$ cat src/rtl/core/anct_pkg.sv
// Package for the aging neighbor cell table.
// Holds table sizing, field widths, op and result codes and the sequencer state type.
// No dependencies.
package anct_pkg;

    localparam int TABLE_DEPTH = 16;
    localparam int IDX_W       = (TABLE_DEPTH > 1) ? $clog2(TABLE_DEPTH) : 1;

    localparam int IN_W     = 224;
    localparam int OUT_W    = 96;
    localparam int CFG_IDX_W = 2;

    localparam logic [15:0] STALE_RESET = 16'd2000;
    localparam logic [15:0] SWEEP_RESET = 16'd1000;
    localparam logic [15:0] PORT_RESET  = 16'd4997;
    localparam logic [15:0] NO_SIGNAL   = 16'h8000;

    localparam logic [CFG_IDX_W-1:0] CFG_STALE = 2'd0;
    localparam logic [CFG_IDX_W-1:0] CFG_SWEEP = 2'd1;
    localparam logic [CFG_IDX_W-1:0] CFG_PORT  = 2'd2;

    localparam logic [2:0] OP_ACK   = 3'd0;
    localparam logic [2:0] OP_MSG   = 3'd1;
    localparam logic [2:0] OP_TICK  = 3'd2;
    localparam logic [2:0] OP_BEST  = 3'd3;
    localparam logic [2:0] OP_ADDR  = 3'd4;

    localparam logic [2:0] KIND_SIGNAL = 3'd0;
    localparam logic [2:0] KIND_LOST   = 3'd1;
    localparam logic [2:0] KIND_FWD    = 3'd2;
    localparam logic [2:0] KIND_BEST   = 3'd3;
    localparam logic [2:0] KIND_ADDR   = 3'd4;
    localparam logic [2:0] KIND_DROP   = 3'd5;

    typedef enum logic [2:0] {
        S_IDLE,
        S_CHECK,
        S_SCAN,
        S_FINISH,
        S_LOST
    } t_state;

endpackage

$ cat src/rtl/core/aging_neighbor_cell_table.sv
// Aging neighbor cell table: learn, forward, age out and query neighbor cells.
// After accept, the table is scanned in index order and any result word is loaded in the finish state;
// a tick first checks the period and, only when it sweeps, scans and then walks the table, loading each
// loss word in index order. A new input word is taken only in idle, after the previous op is done; an
// unused op is dropped without a scan, and output stalls hold the finish state and the loss walk.
// Synchronous active-low reset clears valid bits, next cell, last sweep and control, and loads config defaults.
module aging_neighbor_cell_table (
    input  logic                          i_clk,
    input  logic                          i_rst_n,
    input  logic                          i_s_axis_tvalid,
    output logic                          o_s_axis_tready,
    // op[2:0]
    input  logic [2:0]                    i_s_axis_tuser,
    // station_key[63:0], link_ip[95:64], link_port[111:96],
    // signal_dbm[127:112], now[191:128], cell_number[222:192]
    input  logic [anct_pkg::IN_W-1:0]     i_s_axis_tdata,
    output logic                          o_m_axis_tvalid,
    input  logic                          i_m_axis_tready,
    // kind[2:0]
    output logic [2:0]                    o_m_axis_tuser,
    // cell_number_res[30:0], signal_dbm_res[46:31], found[47],
    // link_ip_res[79:48], link_port_res[95:80]
    output logic [anct_pkg::OUT_W-1:0]    o_m_axis_tdata,
    output logic                          o_m_axis_tlast,
    input  logic                          i_cfg_valid,
    output logic                          o_cfg_ready,
    input  logic [anct_pkg::CFG_IDX_W-1:0] i_cfg_index,
    input  logic [15:0]                   i_cfg_data
);
    import anct_pkg::*;

    t_state r_state, n_state;

    logic [15:0] r_stale, r_sweep, r_port;

    logic [TABLE_DEPTH-1:0] r_valid;
    logic [63:0]        r_station [TABLE_DEPTH];
    logic [30:0]        r_cellv   [TABLE_DEPTH];
    logic [31:0]        r_ip      [TABLE_DEPTH];
    logic [15:0]        r_portv   [TABLE_DEPTH];
    logic signed [15:0] r_level   [TABLE_DEPTH];
    logic [63:0]        r_seen    [TABLE_DEPTH];
    logic [30:0]        r_next_cell;
    logic [63:0]        r_last_sweep;

    logic [2:0]         r_op;
    logic [63:0]        r_key;
    logic [31:0]        r_in_ip;
    logic [15:0]        r_in_port;
    logic signed [15:0] r_in_level;
    logic [63:0]        r_now;
    logic [30:0]        r_in_cell;

    logic [IDX_W-1:0]   r_idx;
    logic               r_hit;
    logic [IDX_W-1:0]   r_hidx;
    logic               r_fhit;
    logic [IDX_W-1:0]   r_fidx;
    logic signed [15:0] r_best;
    logic [30:0]        r_best_cell;
    logic [TABLE_DEPTH-1:0] r_mask;

    logic        r_out_valid;
    logic [2:0]  r_out_kind;
    logic [30:0] r_out_cell;
    logic [15:0] r_out_dbm;
    logic        r_out_found;
    logic [31:0] r_out_ip;
    logic [15:0] r_out_port;
    logic        r_out_last;

    logic w_in_acc, w_out_free, w_scan_last, w_period_ok;
    logic w_ent_v, w_key_match, w_stale, w_best_match, w_cell_match;
    logic w_load;
    logic [2:0]  w_kind;
    logic [30:0] w_cell;
    logic [15:0] w_dbm;
    logic        w_found, w_last;
    logic [31:0] w_ip;
    logic [15:0] w_port;
    logic [TABLE_DEPTH-1:0] w_hi;

    assign o_s_axis_tready = (r_state == S_IDLE);
    assign o_cfg_ready     = 1'b1;
    assign w_in_acc    = i_s_axis_tvalid && o_s_axis_tready;
    assign w_out_free  = !r_out_valid || i_m_axis_tready;
    assign w_scan_last = (r_idx == IDX_W'(TABLE_DEPTH - 1));
    assign w_period_ok = (r_now - r_last_sweep) > {48'd0, r_sweep};

    assign w_ent_v      = r_valid[r_idx];
    assign w_key_match  = w_ent_v && (r_station[r_idx] == r_key);
    assign w_stale      = w_ent_v && ((r_now - r_seen[r_idx]) > {48'd0, r_stale});
    assign w_best_match = w_ent_v && (r_ip[r_idx] == r_in_ip) && (r_portv[r_idx] == r_port)
                          && (!r_hit || (r_level[r_idx] >= r_best));
    assign w_cell_match = w_ent_v && (r_cellv[r_idx] == r_in_cell);
    assign w_hi         = r_mask >> r_idx;

    always_comb begin
        n_state = r_state;
        case (r_state)
            S_IDLE: begin
                if (w_in_acc) begin
                    case (i_s_axis_tuser)
                        OP_TICK:                  n_state = S_CHECK;
                        OP_ACK, OP_MSG, OP_BEST,
                        OP_ADDR:                  n_state = S_SCAN;
                        default:                  n_state = S_IDLE;
                    endcase
                end
            end
            S_CHECK:  n_state = w_period_ok ? S_SCAN : S_IDLE;
            S_SCAN:   if (w_scan_last) n_state = (r_op == OP_TICK) ? S_LOST : S_FINISH;
            S_FINISH: if (w_out_free) n_state = S_IDLE;
            S_LOST:   if (w_out_free && w_scan_last) n_state = S_IDLE;
            default:  n_state = S_IDLE;
        endcase
    end

    always_comb begin
        w_load  = 1'b0;
        w_kind  = KIND_SIGNAL;
        w_cell  = '0;
        w_dbm   = '0;
        w_found = 1'b0;
        w_ip    = '0;
        w_port  = '0;
        w_last  = 1'b1;
        case (r_state)
            S_FINISH: begin
                case (r_op)
                    OP_ACK: begin
                        w_kind = KIND_SIGNAL;
                        w_dbm  = r_in_level;
                        if (r_hit) begin
                            w_load = (r_level[r_idx] != r_in_level);
                            w_cell = r_cellv[r_idx];
                        end else if (r_fhit) begin
                            w_load = 1'b1;
                            w_cell = r_next_cell + 31'd1;
                        end else begin
                            w_load = 1'b1;
                            w_kind = KIND_DROP;
                            w_dbm  = '0;
                        end
                    end
                    OP_MSG: begin
                        w_load = r_hit;
                        w_kind = KIND_FWD;
                        w_cell = r_cellv[r_idx];
                    end
                    OP_BEST: begin
                        w_load  = 1'b1;
                        w_kind  = KIND_BEST;
                        w_found = r_hit;
                        w_cell  = r_hit ? r_best_cell : '0;
                    end
                    OP_ADDR: begin
                        w_load  = 1'b1;
                        w_kind  = KIND_ADDR;
                        w_found = r_hit;
                        if (r_hit) begin
                            w_cell = r_in_cell;
                            w_ip   = r_ip[r_idx];
                            w_port = r_portv[r_idx];
                        end
                    end
                    default: w_load = 1'b0;
                endcase
            end
            S_LOST: begin
                w_load = r_mask[r_idx];
                w_kind = KIND_LOST;
                w_cell = r_cellv[r_idx];
                w_dbm  = NO_SIGNAL;
                w_last = (w_hi[TABLE_DEPTH-1:1] == '0);
            end
            default: w_load = 1'b0;
        endcase
        w_load = w_load && w_out_free;
    end

    always_ff @(posedge i_clk) begin
        if (!i_rst_n) begin
            r_state      <= S_IDLE;
            r_stale      <= STALE_RESET;
            r_sweep      <= SWEEP_RESET;
            r_port       <= PORT_RESET;
            r_valid      <= '0;
            r_next_cell  <= '0;
            r_last_sweep <= '0;
            r_out_valid  <= 1'b0;
            r_idx        <= '0;
            r_hit        <= 1'b0;
            r_fhit       <= 1'b0;
            r_mask       <= '0;
        end else begin
            r_state <= n_state;
            if (i_cfg_valid) begin
                case (i_cfg_index)
                    CFG_STALE: r_stale <= i_cfg_data;
                    CFG_SWEEP: r_sweep <= i_cfg_data;
                    CFG_PORT:  r_port  <= i_cfg_data;
                    default:   r_port  <= r_port;
                endcase
            end
            if (i_m_axis_tready) r_out_valid <= 1'b0;
            if (w_load) r_out_valid <= 1'b1;

            case (r_state)
                S_IDLE: begin
                    r_idx  <= '0;
                    r_hit  <= 1'b0;
                    r_fhit <= 1'b0;
                    r_mask <= '0;
                end
                S_CHECK: if (w_period_ok) r_last_sweep <= r_now;
                S_SCAN: begin
                    r_idx <= w_scan_last ? '0 : r_idx + 1'b1;
                    case (r_op)
                        OP_ACK, OP_MSG: begin
                            if (w_key_match && !r_hit) begin
                                r_hit  <= 1'b1;
                                r_hidx <= r_idx;
                            end
                            if (!w_ent_v && !r_fhit) begin
                                r_fhit <= 1'b1;
                                r_fidx <= r_idx;
                            end
                            if (w_scan_last) begin
                                if (r_hit || w_key_match) r_idx <= (r_hit ? r_hidx : r_idx);
                                else if (r_fhit)          r_idx <= r_fidx;
                                else if (!w_ent_v)        r_idx <= r_idx;
                                if (!r_fhit && !w_ent_v)  r_fhit <= 1'b1;
                            end
                        end
                        OP_TICK: begin
                            if (w_stale) begin
                                r_mask[r_idx]  <= 1'b1;
                                r_valid[r_idx] <= 1'b0;
                            end
                        end
                        OP_BEST: begin
                            if (w_best_match) begin
                                r_hit       <= 1'b1;
                                r_best      <= r_level[r_idx];
                                r_best_cell <= r_cellv[r_idx];
                            end
                        end
                        OP_ADDR: begin
                            if (w_cell_match && !r_hit) begin
                                r_hit  <= 1'b1;
                                r_hidx <= r_idx;
                            end
                            if (w_scan_last) r_idx <= r_hit ? r_hidx : r_idx;
                        end
                        default: r_idx <= r_idx;
                    endcase
                end
                S_FINISH: begin
                    if (w_out_free && r_op == OP_ACK && (r_hit || r_fhit)) begin
                        if (!r_hit) begin
                            r_next_cell        <= r_next_cell + 31'd1;
                            r_valid[r_idx]     <= 1'b1;
                            r_station[r_idx]   <= r_key;
                            r_cellv[r_idx]     <= r_next_cell + 31'd1;
                        end
                        r_ip[r_idx]    <= r_in_ip;
                        r_portv[r_idx] <= r_in_port;
                        r_level[r_idx] <= r_in_level;
                        r_seen[r_idx]  <= r_now;
                    end
                end
                S_LOST: if (w_out_free) r_idx <= r_idx + 1'b1;
                default: r_idx <= r_idx;
            endcase
        end
    end

    always_ff @(posedge i_clk) begin
        if (w_in_acc) begin
            r_op       <= i_s_axis_tuser;
            r_key      <= i_s_axis_tdata[63:0];
            r_in_ip    <= i_s_axis_tdata[95:64];
            r_in_port  <= i_s_axis_tdata[111:96];
            r_in_level <= i_s_axis_tdata[127:112];
            r_now      <= i_s_axis_tdata[191:128];
            r_in_cell  <= i_s_axis_tdata[222:192];
        end
        if (w_load) begin
            r_out_kind  <= w_kind;
            r_out_cell  <= w_cell;
            r_out_dbm   <= w_dbm;
            r_out_found <= w_found;
            r_out_ip    <= w_ip;
            r_out_port  <= w_port;
            r_out_last  <= w_last;
        end
    end

    assign o_m_axis_tvalid = r_out_valid;
    assign o_m_axis_tlast  = r_out_last;
    assign o_m_axis_tuser  = r_out_kind;
    assign o_m_axis_tdata  = {r_out_port, r_out_ip, r_out_found, r_out_dbm, r_out_cell};

    a_next_cell: assert property (@(posedge i_clk) disable iff (!i_rst_n)
        !$stable(r_next_cell) |-> $past(r_state) == S_FINISH)
        else $error("next cell moved outside finish");
    a_valid_grow: assert property (@(posedge i_clk) disable iff (!i_rst_n)
        $countones(r_valid) > $past($countones(r_valid)) |-> $past(r_state) == S_FINISH)
        else $error("entry learned outside finish");
    a_check: assert property (@(posedge i_clk) disable iff (!i_rst_n)
        r_state == S_CHECK |=> (r_state == S_SCAN || r_state == S_IDLE))
        else $error("bad state after sweep check");
    a_load_free: assert property (@(posedge i_clk) disable iff (!i_rst_n)
        (r_state == S_LOST && r_out_valid && !i_m_axis_tready) |=> $stable(r_idx))
        else $error("loss walk advanced while stalled");

endmodule
$ cat config.mk
export PLATFORM = sky130hd
export DESIGN_NAME = aging_neighbor_cell_table
export DESIGN_NICKNAME = d
export VERILOG_FILES = /design/src/rtl/core/anct_pkg.sv /design/src/rtl/core/aging_neighbor_cell_table.sv
export SDC_FILE = /design/constraint.sdc
export NUM_CORES = 2
export LEC_CHECK = 0
export BUFFER_PORTS_ARGS = -buffer_cell sky130_fd_sc_hd__buf_2
export CAP_MARGIN = 5
export CORE_AREA = 2 2 533 535
export CTS_BUF_LIST = sky130_fd_sc_hd__clkbuf_4 sky130_fd_sc_hd__clkbuf_8 sky130_fd_sc_hd__clkbuf_16
export DETAILED_ROUTE_END_ITERATION = 8
export DIE_AREA = 0 0 535 537
export PLACE_DENSITY = 0.81
export SLEW_MARGIN = 10
export SYNTH_ARGS = -nofsm -noshare
export SYNTH_HDL_FRONTEND = slang
export SYNTH_SLANG_ARGS = --single-unit
$ cat constraint.sdc
create_clock -name i_clk -period 12.2 [get_ports i_clk]
set_clock_uncertainty 0.15 [all_clocks]
set_input_delay 3.05 -clock i_clk [delete_from_list [all_inputs] [get_ports i_clk]]
set_output_delay 3.05 -clock i_clk [all_outputs]
set_load 0.03 [all_outputs]
After elaboration in Yosys (flattened, before gate mapping)
Memory sizes are Yosys's and may differ from the RTL's. A register that Yosys moved wholly into a read port is not among the register bits.
Index checks and enable logic that the tools add are counted.
{"block": "word_totals", "reg_bits": 566, "ram_bits": 3568, "input_bits": 250, "output_inout_bits": 103, "elab_cells": 227, "mem_count": 6}
{"block": "classes", "n_addsub": 4, "order_cmp": 5, "n_eq_ne": 38, "shifts": 1, "n_mux": 85, "bitwise_logic": 5, "reduce_logical": 53}
{"memory": "r_seen", "depth": 16, "width": 64, "read_ports": 1, "rd_ports_with_merged_regs": 1, "wr": 1, "line": "aging_neighbor_cell_table.sv:42", "text": "logic [63:0] r_seen [TABLE_DEPTH];"}
{"memory": "r_station", "depth": 16, "width": 64, "read_ports": 1, "rd_ports_with_merged_regs": 1, "wr": 1, "line": "aging_neighbor_cell_table.sv:37", "text": "logic [63:0] r_station [TABLE_DEPTH];"}
{"memory": "r_ip", "depth": 16, "width": 32, "read_ports": 1, "rd_ports_with_merged_regs": 1, "wr": 1, "line": "aging_neighbor_cell_table.sv:39", "text": "logic [31:0] r_ip [TABLE_DEPTH];"}
{"memory": "r_cellv", "depth": 16, "width": 31, "read_ports": 1, "rd_ports_with_merged_regs": 1, "wr": 1, "line": "aging_neighbor_cell_table.sv:38", "text": "logic [30:0] r_cellv [TABLE_DEPTH];"}
{"memory": "r_level", "depth": 16, "width": 16, "read_ports": 1, "rd_ports_with_merged_regs": 1, "wr": 1, "line": "aging_neighbor_cell_table.sv:41", "text": "logic signed [15:0] r_level [TABLE_DEPTH];"}
{"memory": "r_portv", "depth": 16, "width": 16, "read_ports": 1, "rd_ports_with_merged_regs": 1, "wr": 1, "line": "aging_neighbor_cell_table.sv:40", "text": "logic [15:0] r_portv [TABLE_DEPTH];"}
{"operator": "$mux 16", "n": 9}
{"operator": "$gt 64x16->1", "n": 2}
{"operator": "$sub 64x64->64", "n": 2}
{"operator": "$mux 31", "n": 4}
{"operator": "$pmux 31 s4", "n": 1}
{"operator": "$pmux 16 s2", "n": 3}
{"operator": "$mux 4", "n": 22}
{"operator": "$eq 64x64->1", "n": 1}
{"operator": "$pmux 31 s2", "n": 1}
{"operator": "$eq 32x32->1", "n": 1}
{"operator": "$or 16x16->16", "n": 2}
{"operator": "$add 31x1->31 const B", "n": 1}
{"operator": "$eq 31x31->1", "n": 1}
{"operator": "$pmux 4 s3", "n": 2}
{"operator": "$mux 1", "n": 22}
{"operator": "$mux 3", "n": 7}
{"operator": "$ne 2x2->1 const B", "n": 10}
{"operator": "$eq 3x2->1 const B", "n": 6}
{"operator": "$and 16x16->16", "n": 1}
{"operator": "$eq 16x16->1", "n": 1}
{"operator": "$ge 16x16->1", "n": 1}
{"operator": "$ne 16x16->1", "n": 1}
{"operator": "$not 16->16", "n": 1}
{"operator": "$reduce_and 4->1", "n": 4}
{"operator": "other kinds (38)", "n": 85}

Longest topological paths before layout
{"block": "depth", "depth_word": 10, "ltp_mapped": 35, "depth_no_buf": 23}

Least setup slack after synthesis
Ideal clock, no wire load.
{"block": "synth_path", "path_type": "input port to flip-flop", "from": "input port i_rst_n", "to": "memory r_ip[12][0], enable pin", "setup_time_ps": 617, "t_arrival_ps": 9102, "required_ps": 11433, "slack_ps": 2330, "stages": 4, "n_path_buf": 2, "cell_sequence": "clkbuf_1 > nand3_1 > clkbuf_1 > nor2_1"}
{"block": "synth_via", "elab_chain_cells": 2}
{"item": "from (decl)", "line": "aging_neighbor_cell_table.sv:9", "text": "input logic i_rst_n,"}
{"item": "$mux 1", "line": "aging_neighbor_cell_table.sv:183", "text": "if (!i_rst_n) begin"}
{"item": "$mux 1 (not written as such)", "line": "aging_neighbor_cell_table.sv:267", "text": "r_ip[r_idx] <= r_in_ip;"}
{"item": "to (decl)", "line": "aging_neighbor_cell_table.sv:39"}
Every way passes these cells.

==> reports/results.ini <==
[global_routing]
top_usage_layer = met2
grt.total_usage_pct = 30.9
overflow = 0
grt_pass1_wl_mm = 643
grt_max_degree = 129
grt_pass1_vias = 92678
antenna_found_initial = 30
grtUsageMet2_pct = 52.0
grtUsageMet1_pct = 41.3
grt_use_met3_pct = 5.36

[timing]
tns_ns = 0
fmax_ghz = 0.116
setup_ws_ns = 3.61
slew_headroom_pct = 18.8
rsz0062_at_grt = false
finalHoldViolCount = 0
period_minus_slack_ns = 8.59
slew_viol_final = 0
period_share_pct = 70.4
worst_slew_pin_slew_ns = 1.21
setup_viol = 0

[routing]
initialDrtViolationCount = 13841
wl_mm = 447
postRouteAntennaNets = 0
dr.pass1.iters = 8
vias = 91654
drc = 0
wl_per_cell_um = 33.6
vias_per_cell = 6.89

[floorplanning]
fp.dieH_um = 537
io_pins = 353
die_area_sq_um = 287000
core-area_sq_um = 281000
initial_core_util_pct = 59.7
rows = 195
die_w_um = 535

[clocking]
cts_root_buf = clkbuf_16
htreeDepth = 5
cts.clk_slew.worst_paths_ns = 0.06
cts_hold_buf = 0
cts_sinks = 4138
cts_max_path_buffers = 4
cts_tree = built
cts_made_buffers = 399
cts_resized = 0
post-cts-setup-buffers = 0
clk_latency_ns = 1.00

[layout]
final_nets = 9636
layout.cells.non_filler = 13295
area_growth_syn_to_layout_pct = 11.8
final_cell_area_sq_um = 188000
drive_gt1_share_pct = 24.7

[place]
dp_hpwl_mm = 235
placed_cell_area_sq_um = 175000
portBuffers = 350
pre_cts_slack_ns = 3.82
dp_cells = 12544
gp_congestion = 0.935

[setup_path]
r2r_setup_slack_ns = 3.61
worstRegToRegCells = 23
worstPathArrival_ns = 9.29
cp_cell_sequence = buf_4 -> mux4_2 -> mux2_2 -> a21oi_1 -> ha_1 -> a211oi_1 -> o21ai_0 -> nand2b_1 -> o31ai_1 -> xor2_1 -> ha_1 -> nand4_1 -> nor3_1 -> a2111oi_0 -> a21o_1 -> and3_1 -> nor4b_1 -> o221ai_1 -> a211o_1 -> nor4_2 -> buf_4 -> o211ai_1 -> o21ai_0
max_stage_delay_ns = 0.89
critical_path_class = reg2reg
crit_fanout = 50
crit_slowest_cell = buf_4
required_ns = 12.90
critPathLaunchType = flop
end_kind = flop

[logic_synthesis]
yosys_most_used_dff = edfxtp_1
ys_ff_latch = 4138
netlist_area_sq_um = 168000
ys_top_cells_by_area = edfxtp_1 (71%), mux4_2 (15%), dfxtp_1 (2.3%), ha_1 (1.3%), nand2_1 (1.2%)
avgSynthCellArea_sq_um = 19.3
ys_types = 86
synth_top_area_cell = edfxtp_1
yosysWarnings = 0
syn-num-nets = 9135
synthCells = 8702
synth_top_area_share_pct = 70.6
synth-async-reset-ratio_pct = 0
synth_edf_count = 3949
seq_area_frac_synth_pct = 72.8

[hold_path]
holdPathStages = 2
min_to = r_last_sweep[28]
hp-start = r_last_sweep[28]
hold_class = reg2reg

[pwr]
vdd_ir_drop_max_uv = 141
power_leakage_uw = 0.0580
p_per_area_nw_per_um2 = 164

[job]
max_cap_violations = 0

[run_status]
status = complete, no violations

-- metal layers --
layer,share of wire [%],vias up
met2,50,6533
met4,3.7,6
li1,-,36577
met1,36,47520
met3,10,1018
met5,0.0083,-
-- power by group --
group / switching, uW / total, uW / internal (uW)
Sequential: 316 / 16100 / 15800
Clock: 5410 / 12500 / 7070
Combinational: 1350 / 2270 / 914
Total: 7080 / 30800 / 23800
-- final cells by class --
class                   count  area (sq um)
clock buffers             498         10800
fillers                 17097         93500
repair buffers            533          3640
multi-input cells        3895         43000
clock inverters           235          2360
inverters                 236           886
flip-flops and latches   4138        122000
well taps                3743          4680
diodes                     17          42.5
-- worst max path at each step --
stage / from / endpoint / depth (start not counted)
floorplan: i_rst_n / r_ip[12][0] / 4
detailed placement: flop / flop / 23
global placement: flop / flop / 23
CTS: flop / flop / 23
finish: flop / flop / 23
global route: flop / flop / 23
-- Yosys cell counts (25+ instances only) --
library cell / n
edfxtp_1: 3949
mux4_2: 1082
nand2_1: 529
a21oi_1: 271
inv_1: 235
nor2_1: 233
o21ai_0: 218
clkbuf_1: 205
dfxtp_1: 189
ha_1: 181
xnor2_1: 137
mux2i_1: 134
xor2_1: 132
buf_2: 119
nand4_1: 95
and2_1: 69
nand3_1: 63
o211ai_1: 54
buf_1: 51
nor3_1: 48
a211oi_1: 45
nor4_1: 45
a31oi_1: 44
buf_4: 39
a22o_1: 36
o21a_1: 34
nor2b_1: 32
a21o_1: 31
a222oi_1: 27
nand2b_1: 27
or3_1: 25
-- sequential cells by signal, indices dropped and copies added, names as in the netlist, 31 cells and up, named ones only --
register	count
r_best_cell	31
r_cellv	496
r_in_cell	31
r_in_ip	32
r_ip	512
r_key	64
r_last_sweep	64
r_level	256
r_next_cell	31
r_now	64
r_out_cell	31
r_out_ip	32
r_portv	256
r_seen	1024
r_station	1024
-- critical path, delay by kind of cell, from the launching register on --
family	cells	cell delay (ns)
DFF	1	0.84
adders and majority gates	2	0.59
xor gates and xnor gates	1	0.16
buffers and inverters	2	1.13
muxes	2	0.90
AOI/OAI and AO/OA	10	3.41
and+or+nand+nor	6	1.14
-- kinds of logic (layout without fill, tap and decap cells) --
logic type | after synthesis | in the layout | synth area share (%)
XOR/XNOR | 269 | 269 | 1.40
AND/OR/NAND/NOR | 1261 | 1261 | 3.55
multiplexers | 1236 | 1236 | 15.4
flip-flops | 4138 | 4138 | 72.8
other | 1 | 18 | 0.00223
adder cells (fa/ha/maj) | 183 | 183 | 1.37
AO/OA/AOI/OAI | 945 | 945 | 3.63
buffers and inverters | 669 | 1502 | 1.76
-- metrics by stage --
stage | utilization, % | hold WS [ns] | total power, uW
floorplan | - | 0.270 | 17800
global placement | 62.0 | 0.287 | 18500
detailed placement | 62.0 | 0.298 | 18600
CTS | 66.7 | 0.307 | 30900
global route | 66.8 | 0.324 | 31600
finish | 66.8 | 0.304 | 30800
-- cells in the final DEF, fill, tap and decap left out, types with 88 or more instances in the layout --
cell type  count
edfxtp_1    3949
mux4_2      1082
nand2_1      529
clkbuf_16    402
buf_2        349
a21oi_1      271
inv_1        235
o21ai_0      218
nor2_1       199
dfxtp_1      184
ha_1         181
buf_4        143
xnor2_1      135
mux2i_1      134
xor2_1       128
clkinv_1      98
nand4_1       95
clkbuf_4      88
Power figures use the tool's default switching activity.
